### src/rtl/bslr_pkg.sv
// ----------------------------------------------------------------------------
// bslr_pkg
// Shared types and constants for the short/long/repeat key classifier.
// ----------------------------------------------------------------------------
package bslr_pkg;

  // Configuration register widths
  localparam int unsigned SHORT_W  = 10;
  localparam int unsigned LONG_W   = 16;
  localparam int unsigned REP_W    = 10;
  localparam int unsigned ACCEL_W  = 16;
  localparam int unsigned CFG_IDX_W  = 3;
  localparam int unsigned CFG_DATA_W = 16;
  localparam int unsigned NOW_W      = 32;

  // Configuration register indexes
  typedef enum logic [CFG_IDX_W-1:0] {
    REG_SHORT_MIN  = 3'd0,
    REG_LONG_PRESS = 3'd1,
    REG_REP_SLOW   = 3'd2,
    REG_REP_FAST   = 3'd3,
    REG_ACCEL      = 3'd4,
    REG_REP_EN     = 3'd5
  } cfg_reg_t;

  // Reset values
  localparam logic [SHORT_W-1:0] SHORT_MIN_RST  = 10'd25;
  localparam logic [LONG_W-1:0]  LONG_PRESS_RST = 16'd800;
  localparam logic [REP_W-1:0]   REP_SLOW_RST   = 10'd150;
  localparam logic [REP_W-1:0]   REP_FAST_RST   = 10'd50;
  localparam logic [ACCEL_W-1:0] ACCEL_RST      = 16'd2000;

  // Action codes
  localparam logic ACT_SAMPLE = 1'b0;
  localparam logic ACT_SYNC   = 1'b1;

  // Key line levels (active low)
  localparam logic KEY_PRESSED  = 1'b0;
  localparam logic KEY_RELEASED = 1'b1;

  // Configuration settings as seen by the datapath
  typedef struct packed {
    logic [SHORT_W-1:0] short_min;
    logic [LONG_W-1:0]  long_press;
    logic [REP_W-1:0]   rep_slow;
    logic [REP_W-1:0]   rep_fast;
    logic [ACCEL_W-1:0] accel_after;
    logic               rep_en;
  } cfg_t;

  // One result
  typedef struct packed {
    logic short_press;
    logic long_press;
    logic repeat_tick;
    logic press_edge;
    logic is_held;
  } result_t;

endpackage

### src/rtl/button_short_long_repeat.sv
// ----------------------------------------------------------------------------
// button_short_long_repeat
// Classifies one active-low key into short press, long press and auto-repeat
// events from timestamped samples. Each accepted request gives one result.
// The block takes one request per clock while the result register is free or
// draining, with no stall of its own. A request passes the input register,
// then one pass that updates the key state and loads the result register,
// which raises out_valid. Time differences wrap modulo 2^TIME_BITS; only the
// low TIME_BITS bits of in_now_ms are used. Configuration writes are taken at
// any time and should be made while no sample is in flight.
// ----------------------------------------------------------------------------
module button_short_long_repeat #(
  parameter int unsigned TIME_BITS = 32
) (
  input  logic                                clk,
  input  logic                                rst_n,
  // Sample requests
  input  logic                                in_valid,
  output logic                                in_ready,
  input  logic                                in_action,
  input  logic                                in_key_level,
  input  logic [bslr_pkg::NOW_W-1:0]          in_now_ms,
  // Results
  output logic                                out_valid,
  input  logic                                out_ready,
  output logic                                out_short_press,
  output logic                                out_long_press,
  output logic                                out_repeat_tick,
  output logic                                out_press_edge,
  output logic                                out_is_held,
  // Configuration writes
  input  logic                                cfg_valid,
  output logic                                cfg_ready,
  input  logic [bslr_pkg::CFG_IDX_W-1:0]      cfg_index,
  input  logic [bslr_pkg::CFG_DATA_W-1:0]     cfg_data
);

  typedef logic [TIME_BITS-1:0] tm_t;

  // Configuration registers
  bslr_pkg::cfg_t cfg_r;

  // Input stage
  logic s1_valid_r;
  logic s1_action_r;
  logic s1_level_r;
  tm_t  s1_now_r;

  // Key state
  logic last_level_r, last_level_nxt;
  tm_t  press_time_r, press_time_nxt;
  logic long_done_r,  long_done_nxt;
  tm_t  last_rep_r,   last_rep_nxt;

  // Result stage
  logic               out_valid_r;
  bslr_pkg::result_t  res_r, res_nxt;

  logic advance;

  // Datapath temporaries
  logic is_edge, is_press, is_release;
  tm_t  pt_eff, lrt_eff;
  logic ld_eff;
  tm_t  hold_old, hold, since_rep;
  logic [bslr_pkg::REP_W-1:0] interval;
  logic held;
  logic sp, lp, rt;

  // Handshake: stage 1 moves when the result register is free or draining
  assign advance   = s1_valid_r && (!out_valid_r || out_ready);
  assign in_ready  = !s1_valid_r || advance;
  assign cfg_ready = 1'b1;
  assign out_valid = out_valid_r;

  // Configuration write decode
  always_ff @(posedge clk) begin
    if (!rst_n) begin
      cfg_r.short_min   <= bslr_pkg::SHORT_MIN_RST;
      cfg_r.long_press  <= bslr_pkg::LONG_PRESS_RST;
      cfg_r.rep_slow    <= bslr_pkg::REP_SLOW_RST;
      cfg_r.rep_fast    <= bslr_pkg::REP_FAST_RST;
      cfg_r.accel_after <= bslr_pkg::ACCEL_RST;
      cfg_r.rep_en      <= 1'b0;
    end else if (cfg_valid) begin
      unique case (cfg_index)
        bslr_pkg::REG_SHORT_MIN:  cfg_r.short_min   <= cfg_data[bslr_pkg::SHORT_W-1:0];
        bslr_pkg::REG_LONG_PRESS: cfg_r.long_press  <= cfg_data[bslr_pkg::LONG_W-1:0];
        bslr_pkg::REG_REP_SLOW:   cfg_r.rep_slow    <= cfg_data[bslr_pkg::REP_W-1:0];
        bslr_pkg::REG_REP_FAST:   cfg_r.rep_fast    <= cfg_data[bslr_pkg::REP_W-1:0];
        bslr_pkg::REG_ACCEL:      cfg_r.accel_after <= cfg_data[bslr_pkg::ACCEL_W-1:0];
        bslr_pkg::REG_REP_EN:     cfg_r.rep_en      <= cfg_data[0];
        default: ;  // unused indexes are ignored
      endcase
    end
  end

  // Input register
  always_ff @(posedge clk) begin
    if (!rst_n) begin
      s1_valid_r <= 1'b0;
    end else if (in_ready) begin
      s1_valid_r <= in_valid;
    end
  end

  always_ff @(posedge clk) begin
    if (in_valid && in_ready) begin
      s1_action_r <= in_action;
      s1_level_r  <= in_key_level;
      s1_now_r    <= in_now_ms[TIME_BITS-1:0];
    end
  end

  // Classification pass
  always_comb begin
    is_edge    = (s1_level_r != last_level_r);
    is_press   = is_edge && (s1_level_r == bslr_pkg::KEY_PRESSED);
    is_release = is_edge && (s1_level_r == bslr_pkg::KEY_RELEASED);
    held       = (s1_level_r == bslr_pkg::KEY_PRESSED);

    // a press edge restarts the hold
    pt_eff  = is_press ? s1_now_r : press_time_r;
    lrt_eff = is_press ? s1_now_r : last_rep_r;
    ld_eff  = is_press ? 1'b0     : long_done_r;

    hold_old  = s1_now_r - press_time_r;
    hold      = s1_now_r - pt_eff;
    since_rep = s1_now_r - lrt_eff;

    sp = is_release && !long_done_r &&
         (hold_old > tm_t'(cfg_r.short_min));
    lp = held && !ld_eff && (hold >= tm_t'(cfg_r.long_press));

    interval = (hold > tm_t'(cfg_r.accel_after)) ? cfg_r.rep_fast : cfg_r.rep_slow;
    rt = cfg_r.rep_en && held && (since_rep >= tm_t'(interval));

    if (s1_action_r == bslr_pkg::ACT_SYNC) begin
      last_level_nxt = s1_level_r;
      press_time_nxt = s1_now_r;
      last_rep_nxt   = s1_now_r;
      long_done_nxt  = held;
      res_nxt.short_press = 1'b0;
      res_nxt.long_press  = 1'b0;
      res_nxt.repeat_tick = 1'b0;
      res_nxt.press_edge  = 1'b0;
    end else begin
      last_level_nxt = s1_level_r;
      press_time_nxt = pt_eff;
      last_rep_nxt   = rt ? s1_now_r : lrt_eff;
      long_done_nxt  = ld_eff | lp;
      res_nxt.short_press = sp;
      res_nxt.long_press  = lp;
      res_nxt.repeat_tick = rt;
      res_nxt.press_edge  = is_press;
    end
    res_nxt.is_held = held;
  end

  // Key state update
  always_ff @(posedge clk) begin
    if (!rst_n) begin
      last_level_r <= bslr_pkg::KEY_RELEASED;
      press_time_r <= '0;
      long_done_r  <= 1'b0;
      last_rep_r   <= '0;
    end else if (advance) begin
      last_level_r <= last_level_nxt;
      press_time_r <= press_time_nxt;
      long_done_r  <= long_done_nxt;
      last_rep_r   <= last_rep_nxt;
    end
  end

  // Result register
  always_ff @(posedge clk) begin
    if (!rst_n) begin
      out_valid_r <= 1'b0;
    end else if (advance) begin
      out_valid_r <= 1'b1;
    end else if (out_ready) begin
      out_valid_r <= 1'b0;
    end
  end

  always_ff @(posedge clk) begin
    if (advance) begin
      res_r <= res_nxt;
    end
  end

  assign out_short_press = res_r.short_press;
  assign out_long_press  = res_r.long_press;
  assign out_repeat_tick = res_r.repeat_tick;
  assign out_press_edge  = res_r.press_edge;
  assign out_is_held     = res_r.is_held;

endmodule

### config.mk
export PLATFORM = sky130hd
export DESIGN_NAME = button_short_long_repeat
export DESIGN_NICKNAME = d
export VERILOG_FILES = /design/src/rtl/bslr_pkg.sv /design/src/rtl/button_short_long_repeat.sv
export SDC_FILE = /design/constraint.sdc
export NUM_CORES = 1
export LEC_CHECK = 0
export ABC_AREA = 1
export ABC_CLOCK_PERIOD_IN_PS = 8600
export BUFFER_PORTS_ARGS = -buffer_cell sky130_fd_sc_hd__buf_4
export CAP_MARGIN = 5
export CORE_AREA = 2 2 211 213
export CTS_CLUSTER_SIZE = 10
export DETAILED_ROUTE_END_ITERATION = 7
export DIE_AREA = 0 0 213 215
export HOLD_SLACK_MARGIN = 0.12
export MAX_ROUTING_LAYER = met4
export PLACE_DENSITY = 0.57
export RECOVER_POWER = 50
export SKIP_LAST_GASP = 1
export SLEW_MARGIN = 15
export SYNTH_ARGS = -nofsm -noshare
export SYNTH_HDL_FRONTEND = slang
export SYNTH_SLANG_ARGS = --single-unit
export TNS_END_PERCENT = 20
### constraint.sdc
create_clock -name clk -period 8.6 [get_ports clk]
set_input_delay 0.43 -clock clk [delete_from_list [all_inputs] [get_ports clk]]
set_output_delay 0.43 -clock clk [all_outputs]
set_load 0.1 [all_outputs]
; Word-level counts from Yosys, hierarchy flattened
; Index checks and enable logic that the tools add are counted.
[totals]
reg_bits = 170
input_bits = 58
output_inout_bits = 8
wordCells = 69
[classes]
add_sub_neg = 3
n_lt_le_gt_ge = 4
n_eq_ne = 6
muxes = 10
n_bitwise = 2
reduce_logical = 24
[op_table]
columns = cell, count
row1 = two-way mux 32 bit, 5
row2 = subtractor 32 bit, 3
row3 = >= comparator 32 x 10 -> 1 bit, 1
row4 = >= comparator 32 x 16 -> 1 bit, 1
row5 = > comparator 32 x 10 -> 1 bit, 1
row6 = > comparator 32 x 16 -> 1 bit, 1
row7 = AND reduction 2 bit, 6
row8 = logical AND 1 bit, 10
row9 = two-way mux 10 bit, 1
row10 = "== test 3 x 2 -> 1 bit, second input constant", 2
row11 = "== test 3 bit, second input constant", 2
row12 = logical NOT 1 bit, 4
row13 = two-way mux 1 bit, 4
row14 = "== test 3 x 1 -> 1 bit, second input constant", 1
row15 = logical NOT 3 bit, 1
row16 = logical OR 1 bit, 2
row17 = nonzero test 2 bit, 1
row18 = inequality test 1 bit, 1
row19 = NOT 1 bit, 1
row20 = OR 1 bit, 1

; Depth between registers and ports, before layout
; Gate-level depths: netlist of the first run.
[depth]
word_depth = 10
mapped_depth = 51
ltp_nobuf = 47

; Worst setup path after synthesis of the first run
; Ideal clock, no wire load.
[synth_path]
kind = reg-to-reg
from = register s1_level_r, in the netlist last_level_nxt
to = register last_rep_r[8]
t_arrival_ps = 5969
t_required_ps = 8530
setup_slack_ps = 2561
path_stages_with_launch = 44
path_buffers = 6
period_less_slack_ps = 6039
path_cell_list = edfxtp_1 -> inv_2 -> nand2_4 -> buf_6 -> buf_6 -> clkinv_1 -> clkbuf_1 -> clkbuf_1 -> o21ai_0 -> ha_1 -> inv_1 -> nor2_1 -> nand2_1 -> nor3_2 -> nand2_1 -> nand2_1 -> xor2_1 -> ha_1 -> [8 not listed] -> nor2_1 -> and2_1 -> nor2_1 -> nand2_1 -> nand2_1 -> nand2_1 -> nand2_1 -> nand2_1 -> nor2_1 -> nand4_1 -> nor2_1 -> nand3_1 -> nand2_1 -> nand2_1 -> buf_2 -> nand2_1 -> nand3_1 -> a21oi_1
[synth_via]
elab_chain_cells = 10
word_cells_on_any_way = 14
[synth_lines]
columns = item, line
row1 = "start, declared", button_short_long_repeat.sv:46  ; logic s1_level_r;
row2 = "start signal, assigned", button_short_long_repeat.sv:110  ; s1_level_r <= in_key_level;
row3 = NOT 1 bit *, button_short_long_repeat.sv:120  ; held = (s1_level_r == bslr_pkg::KEY_PRESSED);
row4 = via held, button_short_long_repeat.sv:67  ; logic held;
row5 = logical AND 1 bit, button_short_long_repeat.sv:118  ; is_press = is_edge && (s1_level_r == bslr_pkg::KEY_PRESSED);
row6 = two-way mux 32 bit, button_short_long_repeat.sv:123  ; pt_eff = is_press ? s1_now_r : press_time_r;
row7 = subtractor 32 bit, button_short_long_repeat.sv:128  ; hold = s1_now_r - pt_eff;
row8 = > comparator 32 x 16 -> 1 bit, button_short_long_repeat.sv:135  ; interval = (hold > tm_t'(cfg_r.accel_after)) ? cfg_r.rep_fast : cfg_r.rep_slow;
row9 = two-way mux 10 bit, button_short_long_repeat.sv:135
row10 = >= comparator 32 x 10 -> 1 bit, button_short_long_repeat.sv:136  ; rt = cfg_r.rep_en && held && (since_rep >= tm_t'(interval));
row11 = logical AND 1 bit, button_short_long_repeat.sv:136
row12 = two-way mux 32 bit *, button_short_long_repeat.sv:150  ; last_rep_nxt = rt ? s1_now_r : lrt_eff;
row13 = two-way mux 32 bit *, button_short_long_repeat.sv:138  ; if (s1_action_r == bslr_pkg::ACT_SYNC) begin
row14 = "end signal, assigned", button_short_long_repeat.sv:171  ; last_rep_r <= last_rep_nxt;
row15 = "end, declared", button_short_long_repeat.sv:53  ; tm_t last_rep_r, last_rep_nxt;
; Mark *: on every way through the listed nets, which the timed path passes. The rest lies on a longest branch.
; A chain may end at the register's enable or synchronous reset.

; Worst setup path after layout of the first run
[layout_path]
from = register s1_level_r, in the netlist last_level_nxt
to = register last_rep_r[7]
; Same word-level chain as after synthesis.

==> impl_metrics.yaml, run 1 <==
detailed_routing:
  num_vias: 15510
  wl_per_cell_um: 16.58
  vias_per_cell: 5.032
  ant_nets: 0
  drc_errors: 0
  first_pass_iters: 5
  wirelength_mm: 51.09
  drtIter0Drc: 871
yosys:
  syn_nets: 2616
  ys_seq_elements: 170
  synth_seq_area_share_pct: 25.13
  async_flop_share_pct: 0
  yosys_warnings: 0
  synth_cells: 2421
  syn_avg_cell_area_um2: 6.234
  synth_edf_count: 39
  yosysUniqueCellTypes: 52
  synth_ff_type: "dfxtp_1"
  synth_area_mm2: 0.01509
worst_setup_path:
  end_kind: "register"
  crit_top_cell: "nand2_1"
  r2r_cells: 43
  crit_type: "reg -> reg"
  required_ps: 9000
  crit_fanout: 36
  cp_slowest_stage_delay_ps: 780
  worst_setup_path_start_kind: "register"
  arrival_ps: 8150
  cp_slowest_cell: "nand2_1"
sta:
  maxSlewViolCount: 129
  final-hold-violation-count: 0
  period_minus_slack_ps: 7751
  finalSetupTns_ps: 0
  finalCritPeriodShare_pct: 90.12
  clock.fmax_mhz: 129.0
  setup_ws_ps: 849.4
  worstMarginPinSlew_ps: 3845
  fin_worst_skew_ps: 14.14
  setup_viol: 0
  relSlewSlack_pct: -156.3
  rsz0062_at_grt: "no"
global_route:
  overflow: 0
  grt_first_pass_wirelength_mm: 80.87
  grt_pass1_vias: 14900
  grt_use_total_pct: 23.40
  grt_max_degree: 94
  grt_antenna_before_repair: 0
clock_tree:
  clk_pin_slew_ps: 80
  cts_buffer_depth: 2
  cts_buffers: 17
  clock-sinks: 170
  cts_tree: "done"
  clkLatencyLatePin_ps: 480
  cts_root_buf: "clkbuf_16"
  post-cts-setup-buffers: 0
  htreeDepth: 4
power_and_ir_drop:
  vdd_drop_max_mv: 0.1591
  power_leakage_nw: 8.207
  powerDensity_mw_per_mm2: 165.4
  total_power_mw: 2.806
finish:
  diodes: 0
  layout_common_cells: "634 x nand2_1, 411 x inv_1, 223 x a21oi_1"
  register_area_mm2: 0.003794
  nNetsFinal: 2672
  final_common_cell: "nand2_1"
  nFillCells: 4728
  layout-drive-gt1-share_pct: 5.341
  utilization_pct: 38.86
  syn2layout_area_growth_pct: 12.38
  final_area_mm2: 0.01696
  multi_input_area_mm2: 0.009447
die:
  fp.dieW_um: 213
  core_mm2: 0.04364
  rows: 77
  initial_core_util_pct: 34.58
  die_h_um: 215
  io_pins: 66
  die-area_mm2: 0.04580
run_status:
  status: "finished with violations"
  violations: "max-capacitance violations, max-slew violations"
worst_hold_path:
  min_path_type: "in -> reg"
  whs_path_depth: 1
place:
  port_buffers: 64
  hpwl_mm: 41.19
  gp_congestion: 0.9878
  dp_slack_ps: 1002
  detailed_place.area_mm2: 0.01612
flow_run:
  cap_viol_max_count: 2
Yosys cell counts (7+ instances only):
cell type | instances | area (µm²)
o21bai_1 | 10 | 75.07
nand4_1 | 31 | 193.9
xor2_1 | 38 | 332.8
buf_1 | 7 | 26.28
dfxtp_1 | 131 | 2623
a21boi_0 | 7 | 52.55
nor2_1 | 192 | 720.7
inv_1 | 411 | 1543
o211ai_1 | 48 | 360.4
xnor2_1 | 10 | 87.58
nand3_1 | 159 | 795.8
inv_2 | 8 | 30.03
nor3_1 | 21 | 105.1
nand3b_1 | 17 | 127.6
edfxtp_1 | 39 | 1171
buf_2 | 7 | 35.03
nand2_1 | 635 | 2384
clkbuf_1 | 45 | 168.9
a21oi_1 | 223 | 1116
o21ai_0 | 175 | 875.8
ha_1 | 135 | 1689
final cells by class:
class                           count  share of cell area [%]
Tap cell                          592                   4.367
Multi-Input combinational cell   1766                   55.69
Timing Repair Buffer              101                   4.692
Inverter                          421                   9.317
Clock inverter                     15                   1.055
Clock buffer                       17                   2.508
Sequential cell                   170                   22.37
flip-flops by register name (all words and copies together), names as in the netlist:
| signal | cells |
|---|---|
| cfg_r | 63 |
| last_rep_r | 32 |
| press_time_r | 32 |
| s1_now_r | 32 |
| last_level_nxt | 1 |
| last_level_r | 1 |
| long_done_r | 1 |
| out_is_held | 1 |
| out_long_press | 1 |
| out_press_edge | 1 |
| out_repeat_tick | 1 |
| out_short_press | 1 |
| out_valid | 1 |
| s1_action_r | 1 |
| s1_valid_r | 1 |
worst max-delay path: cells and delay by family (launching register included):
| kind | cells | cell delay, ps |
|---|---|---|
| adders and majority gates | 3 | 890 |
| AOI/OAI and AO/OA | 3 | 670 |
| and+or+nand+nor | 29 | 3930 |
| xor gates and xnor gates | 1 | 270 |
| DFF | 1 | 390 |
| buffers and inverters | 7 | 1500 |
where the power goes:
| part | switching, mW | internal [mW] | total [mW] |
|---|---|---|---|
| registers | 0.0418 | 0.860 | 0.902 |
| clock network | 0.400 | 0.416 | 0.815 |
| logic | 0.714 | 0.375 | 1.09 |
| total | 1.16 | 1.65 | 2.81 |
cell families (layout without fill, tap and decap cells):
logic type / after synthesis / count (layout) / synth area share [%]
AOI/OAI and AO/OA: 494 / 494 / 18.02
xor gates and xnor gates: 48 / 48 / 2.785
adders and majority gates: 137 / 137 / 11.46
buffers and inverters: 485 / 554 / 12.34
DFF: 170 / 170 / 25.13
other: 1 / 1 / 0.02485
and+or+nand+nor: 1086 / 1086 / 30.23
worst paths after layout:
path	from	end	slack, ps
min reg2reg	cfg_r[16]$_SDFFE_PN0P_	cfg_r[16]$_SDFFE_PN0P_	460
max reg2reg	last_level_nxt$_DFFE_PP_	last_rep_r[7]$_SDFFE_PN0P_	850
max	last_level_nxt$_DFFE_PP_	last_rep_r[7]$_SDFFE_PN0P_	850
min	in_now_ms[21]	s1_now_r[21]$_DFFE_PP_	170
through the flow:
step / std cells / hold slack (ps)
2_1_floorplan: 2421 / 420.0
3_3_place_gp: 3023 / 447.6
3_5_place_dp: 3023 / 454.6
4_1_cts: 3082 / 120.2
5_1_grt: 3082 / 152.1
6_report: 3082 / 167.7
repair_timing:
item,in CTS,in global routing
hold buffers,27,0
gates resized for setup,0,0
endpoints found under the hold margin,27,0
layer usage:
| layer | track usage, % | share of wire (%) |
|---|---|---|
| met3 | 2.104 | 3.9 |
| met5 | - | 0 |
| met1 | 30.60 | 46 |
| met2 | 38.18 | 47 |
| met4 | 7.133 | 2.5 |
No activity file was read; power rests on OpenSTA's default activity.
==> run 2: changes to the inputs <==
==> constraint.sdc (replaced) <==
create_clock -name clk -period 8.6 [get_ports clk]
set_input_delay 1.72 -clock clk [delete_from_list [all_inputs] [get_ports clk]]
set_output_delay 1.72 -clock clk [all_outputs]
set_load 0.1 [all_outputs]
==> run 2 against run 1 <==
  * The flow still finishes with violations (max-capacitance violations, max-slew violations)
  * Global-route usage shrank 0.092 points
  * Wire length is 0.16% lower
  * Critical path depth unchanged
  * Total power down 0.31%
  * Critical path type unchanged
  * Largest cell class unchanged
==> impl_metrics.yaml, run 2 (synthesized netlist as in run 1, its figures left out) <==
finish:
  layout-drive-gt1-share_pct: 5.400
  diodes: 0
  nNetsFinal: 2645
  final_common_cell: "nand2_1"
  utilization_pct: 38.24
  layout_common_cells: "634 x nand2_1, 411 x inv_1, 223 x a21oi_1"
  regMostFlops: "cfg_r"
  final_area_mm2: 0.01669
  syn2layout_area_growth_pct: 10.59
  largest_reg_flops: 63
  nFillCells: 4757
detailed_routing:
  wl_met1_mm: 23.86
  dr_wl_met2_mm: 24.08
  drtIter0Drc: 847
  first_pass_iters: 5
  ant_nets: 0
  wirelength_mm: 51.00
  vias_per_cell: 5.033
  drc_errors: 0
  num_vias: 15380
  met3RoutedLength_mm: 1.874
  wl_per_cell_um: 16.69
  routed.top_layer: "met4"
power_and_ir_drop:
  power_frac_comb_pct: 38.6
  p_int_mw: 1.642
  powerDensity_mw_per_mm2: 167.6
  vdd_drop_max_mv: 0.1581
  swShare_pct: 41.29
  power_leakage_nw: 8.094
  seq_power_share_pct: 32.2
  p_clk_share_pct: 29.2
  p_sw_mw: 1.155
worst_setup_path:
  required_ps: 9000
  cp_top_family: "simple AND/OR/NAND/NOR gates"
  worst_setup_path_start_kind: "register"
  crit_fanout: 36
  r2r_slack_ps: 860
  cp_slowest_stage_delay_ps: 780
  cp_slowest_cell: "nand2_1"
  crit_buf_inv: 7
  end_kind: "register"
  crit_type: "reg -> reg"
  crit_top_cell: "nand2_1"
  arrival_ps: 8140
sta:
  period_minus_slack_ps: 7740
  setup_ws_ps: 859.8
  fin_worst_skew_ps: 12.82
  rsz0062_at_grt: "no"
  final-hold-violation-count: 0
  worstMarginPinSlew_ps: 3955
  setup_viol: 0
  finalCritPeriodShare_pct: 90.00
  maxSlewViolCount: 129
  relSlewSlack_pct: -163.7
  finalSetupTns_ps: 0
  clock.fmax_mhz: 129.2
clock_tree:
  cts_tree: "done"
  cts_buffers: 17
  clk_pin_slew_ps: 80
  cts-resized-gates: 0
  cts_root_buf: "clkbuf_16"
  cts_buffer_depth: 2
  clock-sinks: 170
  hold_buffers: 0
  clkLatencyLatePin_ps: 470
  post-cts-setup-buffers: 0
  htreeDepth: 4
global_route:
  grt_max_degree: 94
  grt_pass1_vias: 14770
  overflow: 0
  grt_antenna_before_repair: 0
  grt_first_pass_wirelength_mm: 80.45
  grt_use_total_pct: 23.31
place:
  hpwl_mm: 41.19
  port_buffers: 64
  gp_congestion: 0.9878
  dp_slack_ps: 1002
  detailed_place.area_mm2: 0.01612
die:
  io_pins: 66
  fp.dieW_um: 213
  die_h_um: 215
  die-area_mm2: 0.04580
  rows: 77
  initial_core_util_pct: 34.58
  core_mm2: 0.04364
run_status:
  status: "finished with violations"
  violations: "max-capacitance violations, max-slew violations"
flow_run:
  cap_viol_max_count: 2
worst_hold_path:
  min_path_type: "reg -> reg"
run 2: per-layer routing:
metal  vias up  track usage (%)
met4         0            7.016
met1      7063            30.59
met2       295            37.93
met3        57            2.104
li1       7961                -
met5         -                -
run 2: area by class of cell:
cell class	instances	area (µm²)	share of cell area, %
Tap cell	592	740.7	4.438
Clock inverter	15	178.9	1.072
Clock buffer	17	425.4	2.549
Timing Repair Buffer	74	525.5	3.148
Multi-Input combinational cell	1766	9447	56.60
Sequential cell	170	3794	22.73
Inverter	421	1580	9.468
run 2: path summary, 6_finish.rpt:
| kind | start | end | cells after the start |
|---|---|---|---|
| max | last_level_nxt$_DFFE_PP_ | last_rep_r[7]$_SDFFE_PN0P_ | 43 |
| min | cfg_r[16]$_SDFFE_PN0P_ | cfg_r[16]$_SDFFE_PN0P_ | 2 |
| max reg2reg | last_level_nxt$_DFFE_PP_ | last_rep_r[7]$_SDFFE_PN0P_ | 43 |
| min reg2reg | cfg_r[16]$_SDFFE_PN0P_ | cfg_r[16]$_SDFFE_PN0P_ | 2 |
run 2: power groups by stage:
stage	clock network, mW	registers (mW)	logic, mW
6_report	0.816	0.902	1.08
5_1_grt	0.859	0.906	1.23
4_1_cts	0.834	0.901	1.08
3_5_place_dp	0	0.919	1.07
3_3_place_gp	0	0.918	1.07
2_1_floorplan	0	0.910	0.772
run 2: worst register-to-register path, delay by kind of cell (launching register included):
family,cells,cell delay [ps]
fa+ha+maj,3,890
buf+inv,7,1510
simple gates,29,3930
compound gates,3,670
xor+xnor,1,280
flops,1,390
run 2: metrics by stage:
step	total power [mW]	hold slack, ps	cells
2_1_floorplan	1.681	420.0	2421
3_3_place_gp	1.987	447.6	3023
3_5_place_dp	1.992	454.6	3023
4_1_cts	2.814	466.5	3055
5_1_grt	2.998	479.3	3055
6_report	2.797	463.8	3055
==> run 3: changes to the inputs <==
Settings changed: ABC_CLOCK_PERIOD_IN_PS 8600 to 7450.
Clock period 8.6 ns to 7.45 ns, I/O delays scaled along.
==> run 3 against run 2 <==
  * The run still ends with max-capacitance violations, max-slew violations left
  * Critical path depth decreased by 1
  * Count of clock-buffer cells in the layout up 1
  * Fmax increased by 15%
  * Total power rose by 12%
  * Critical path type unchanged
  * Utilization shrank 0.057 points
  * Clock skew is 2.8 ps higher
==> impl_metrics.yaml, run 3 (synthesized netlist as in run 1, its figures left out) <==
run_status:
  status: "finished with violations"
  violations: "max-capacitance violations, max-slew violations"
worst_setup_path:
  crit_cells: 42
  crit_type: "reg -> reg"
  end_kind: "register"
  crit_top_cell: "nand2_1"
  crit_fanout: 34
  arrival_ps: 7060
  cp_top_family: "simple AND/OR/NAND/NOR gates"
  cp_slowest_cell: "edfxtp_1"
  cp_slowest_stage_delay_ps: 410
  crit_buf_inv: 5
  required_ps: 7770
  r2r_cells: 42
  worst_setup_path_start_kind: "register"
global_route:
  grt_antenna_before_repair: 0
  overflow: 0
  grt_pass1_vias: 14940
  grt_first_pass_wirelength_mm: 79.63
  grt_use_total_pct: 22.93
  grt_max_degree: 94
power_and_ir_drop:
  vdd_drop_max_mv: 0.1784
  power_frac_comb_pct: 39.7
  powerDensity_mw_per_mm2: 188.5
  p_clk_share_pct: 27.2
  seq_power_share_pct: 33.1
  swShare_pct: 41.03
  power_leakage_nw: 8.104
  p_sw_mw: 1.289
  p_int_mw: 1.853
die:
  io_pins: 66
  fp.dieW_um: 213
  die-area_mm2: 0.04580
  die_h_um: 215
  rows: 77
  initial_core_util_pct: 34.58
  core_mm2: 0.04364
finish:
  regMostFlops: "cfg_r"
  register_area_mm2: 0.003794
  syn2layout_area_growth_pct: 10.42
  nNetsFinal: 2648
  instances_no_fill: 3058
  diodes: 0
  layout-drive-gt1-share_pct: 5.515
  nFillCells: 4761
  layout_common_cells: "635 x nand2_1, 411 x inv_1, 223 x a21oi_1"
  largest_reg_flops: 63
  final_common_cell: "nand2_1"
  final_area_mm2: 0.01667
  multi_input_area_mm2: 0.009444
place:
  detailed_place.area_mm2: 0.01614
  hpwl_mm: 40.93
  place_inst: 3026
  port_buffers: 64
  gp_congestion: 0.9991
clock_tree:
  cts_buffer_depth: 2
  clock-sinks: 170
  cts_root_buf: "clkbuf_16"
  clkLatencyLatePin_ps: 460
  cts_buffers: 17
  post-cts-setup-buffers: 0
  hold_buffers: 0
  cts-resized-gates: 0
  htreeDepth: 4
  clk_pin_slew_ps: 80
  cts_tree: "done"
detailed_routing:
  wl_per_cell_um: 16.48
  num_vias: 15480
  ant_nets: 0
  wirelength_mm: 50.39
  vias_per_cell: 5.061
  first_pass_iters: 5
  drtIter0Drc: 1124
  drc_errors: 0
worst_hold_path:
  min_path_type: "reg -> reg"
  whs_path_depth: 2
sta:
  fin_worst_skew_ps: 15.60
  clock.fmax_mhz: 148.4
  setup_viol: 0
  period_minus_slack_ps: 6737
  final-hold-violation-count: 0
  relSlewSlack_pct: -169.2
  worstMarginPinSlew_ps: 4038
  finalSetupTns_ps: 0
  finalCritPeriodShare_pct: 90.44
  rsz0062_at_grt: "no"
  maxSlewViolCount: 125
flow_run:
  cap_viol_max_count: 2
run 3: changes by cell type in the layout (fill, tap and decap cells not counted), sizes merged:
cell | before | now
inv | 426 | 425
buf | 33 | 40
clkbuf | 58 | 55
bufinv | 1 | 0
clkinv | 7 | 10
clkinvlp | 2 | 0
run 3: metrics by stage:
step,utilization [%],power (mW),hold WS [ps],setup slack (ps)
floorplan,-,1.941,420.0,1411
global placement,36.98,2.284,447.7,829.2
detailed placement,36.98,2.298,453.6,811.4
CTS,38.23,3.157,465.0,772.2
global route,38.19,3.373,476.8,38.02
finish,38.19,3.142,460.6,712.6
run 3: cell type report:
class                           instances  area share (%)
Tap cell                              592           4.444
Timing Repair Buffer                   77           3.378
Multi-Input combinational cell       1766           56.67
Clock buffer                           18           2.575
Clock inverter                         14          0.6907
Sequential cell                       170           22.76
Inverter                              421           9.482
run 3: worst min-delay path: cells and delay by family, from the launching register on:
kind                   cells  cell delay, ps
AO/OA/AOI/OAI              1              50
buffers and inverters      1              60
flip-flops                 1             300
run 3: path summary, 6_finish.rpt:
path	slack (ps)	to	start
worst min register to register	460	cfg_r[47]$_SDFFE_PN0P_	cfg_r[47]$_SDFFE_PN0P_
worst max-delay path	710	last_rep_r[27]$_SDFFE_PN0P_	last_level_nxt$_DFFE_PP_
worst min-delay path	460	cfg_r[47]$_SDFFE_PN0P_	cfg_r[47]$_SDFFE_PN0P_
worst max register to register	710	last_rep_r[27]$_SDFFE_PN0P_	last_level_nxt$_DFFE_PP_
run 3: metal layers:
layer | track usage, % | share of wire (%) | wire [µm]
met1 | 29.62 | 46 | 23240
met2 | 37.36 | 47 | 23660
met3 | 1.944 | 3.5 | 1762
met4 | 8.205 | 3.4 | 1723
met5 | - | 0 | 0
run 3: power groups by stage:
stage               Sequential (mW)  Clock [mW]  Combinational, mW
detailed placement             1.06           0               1.24
floorplan                      1.05           0              0.891
global placement               1.06           0               1.23
CTS                            1.04       0.873               1.25
finish                         1.04       0.856               1.25
global route                   1.04       0.908               1.42
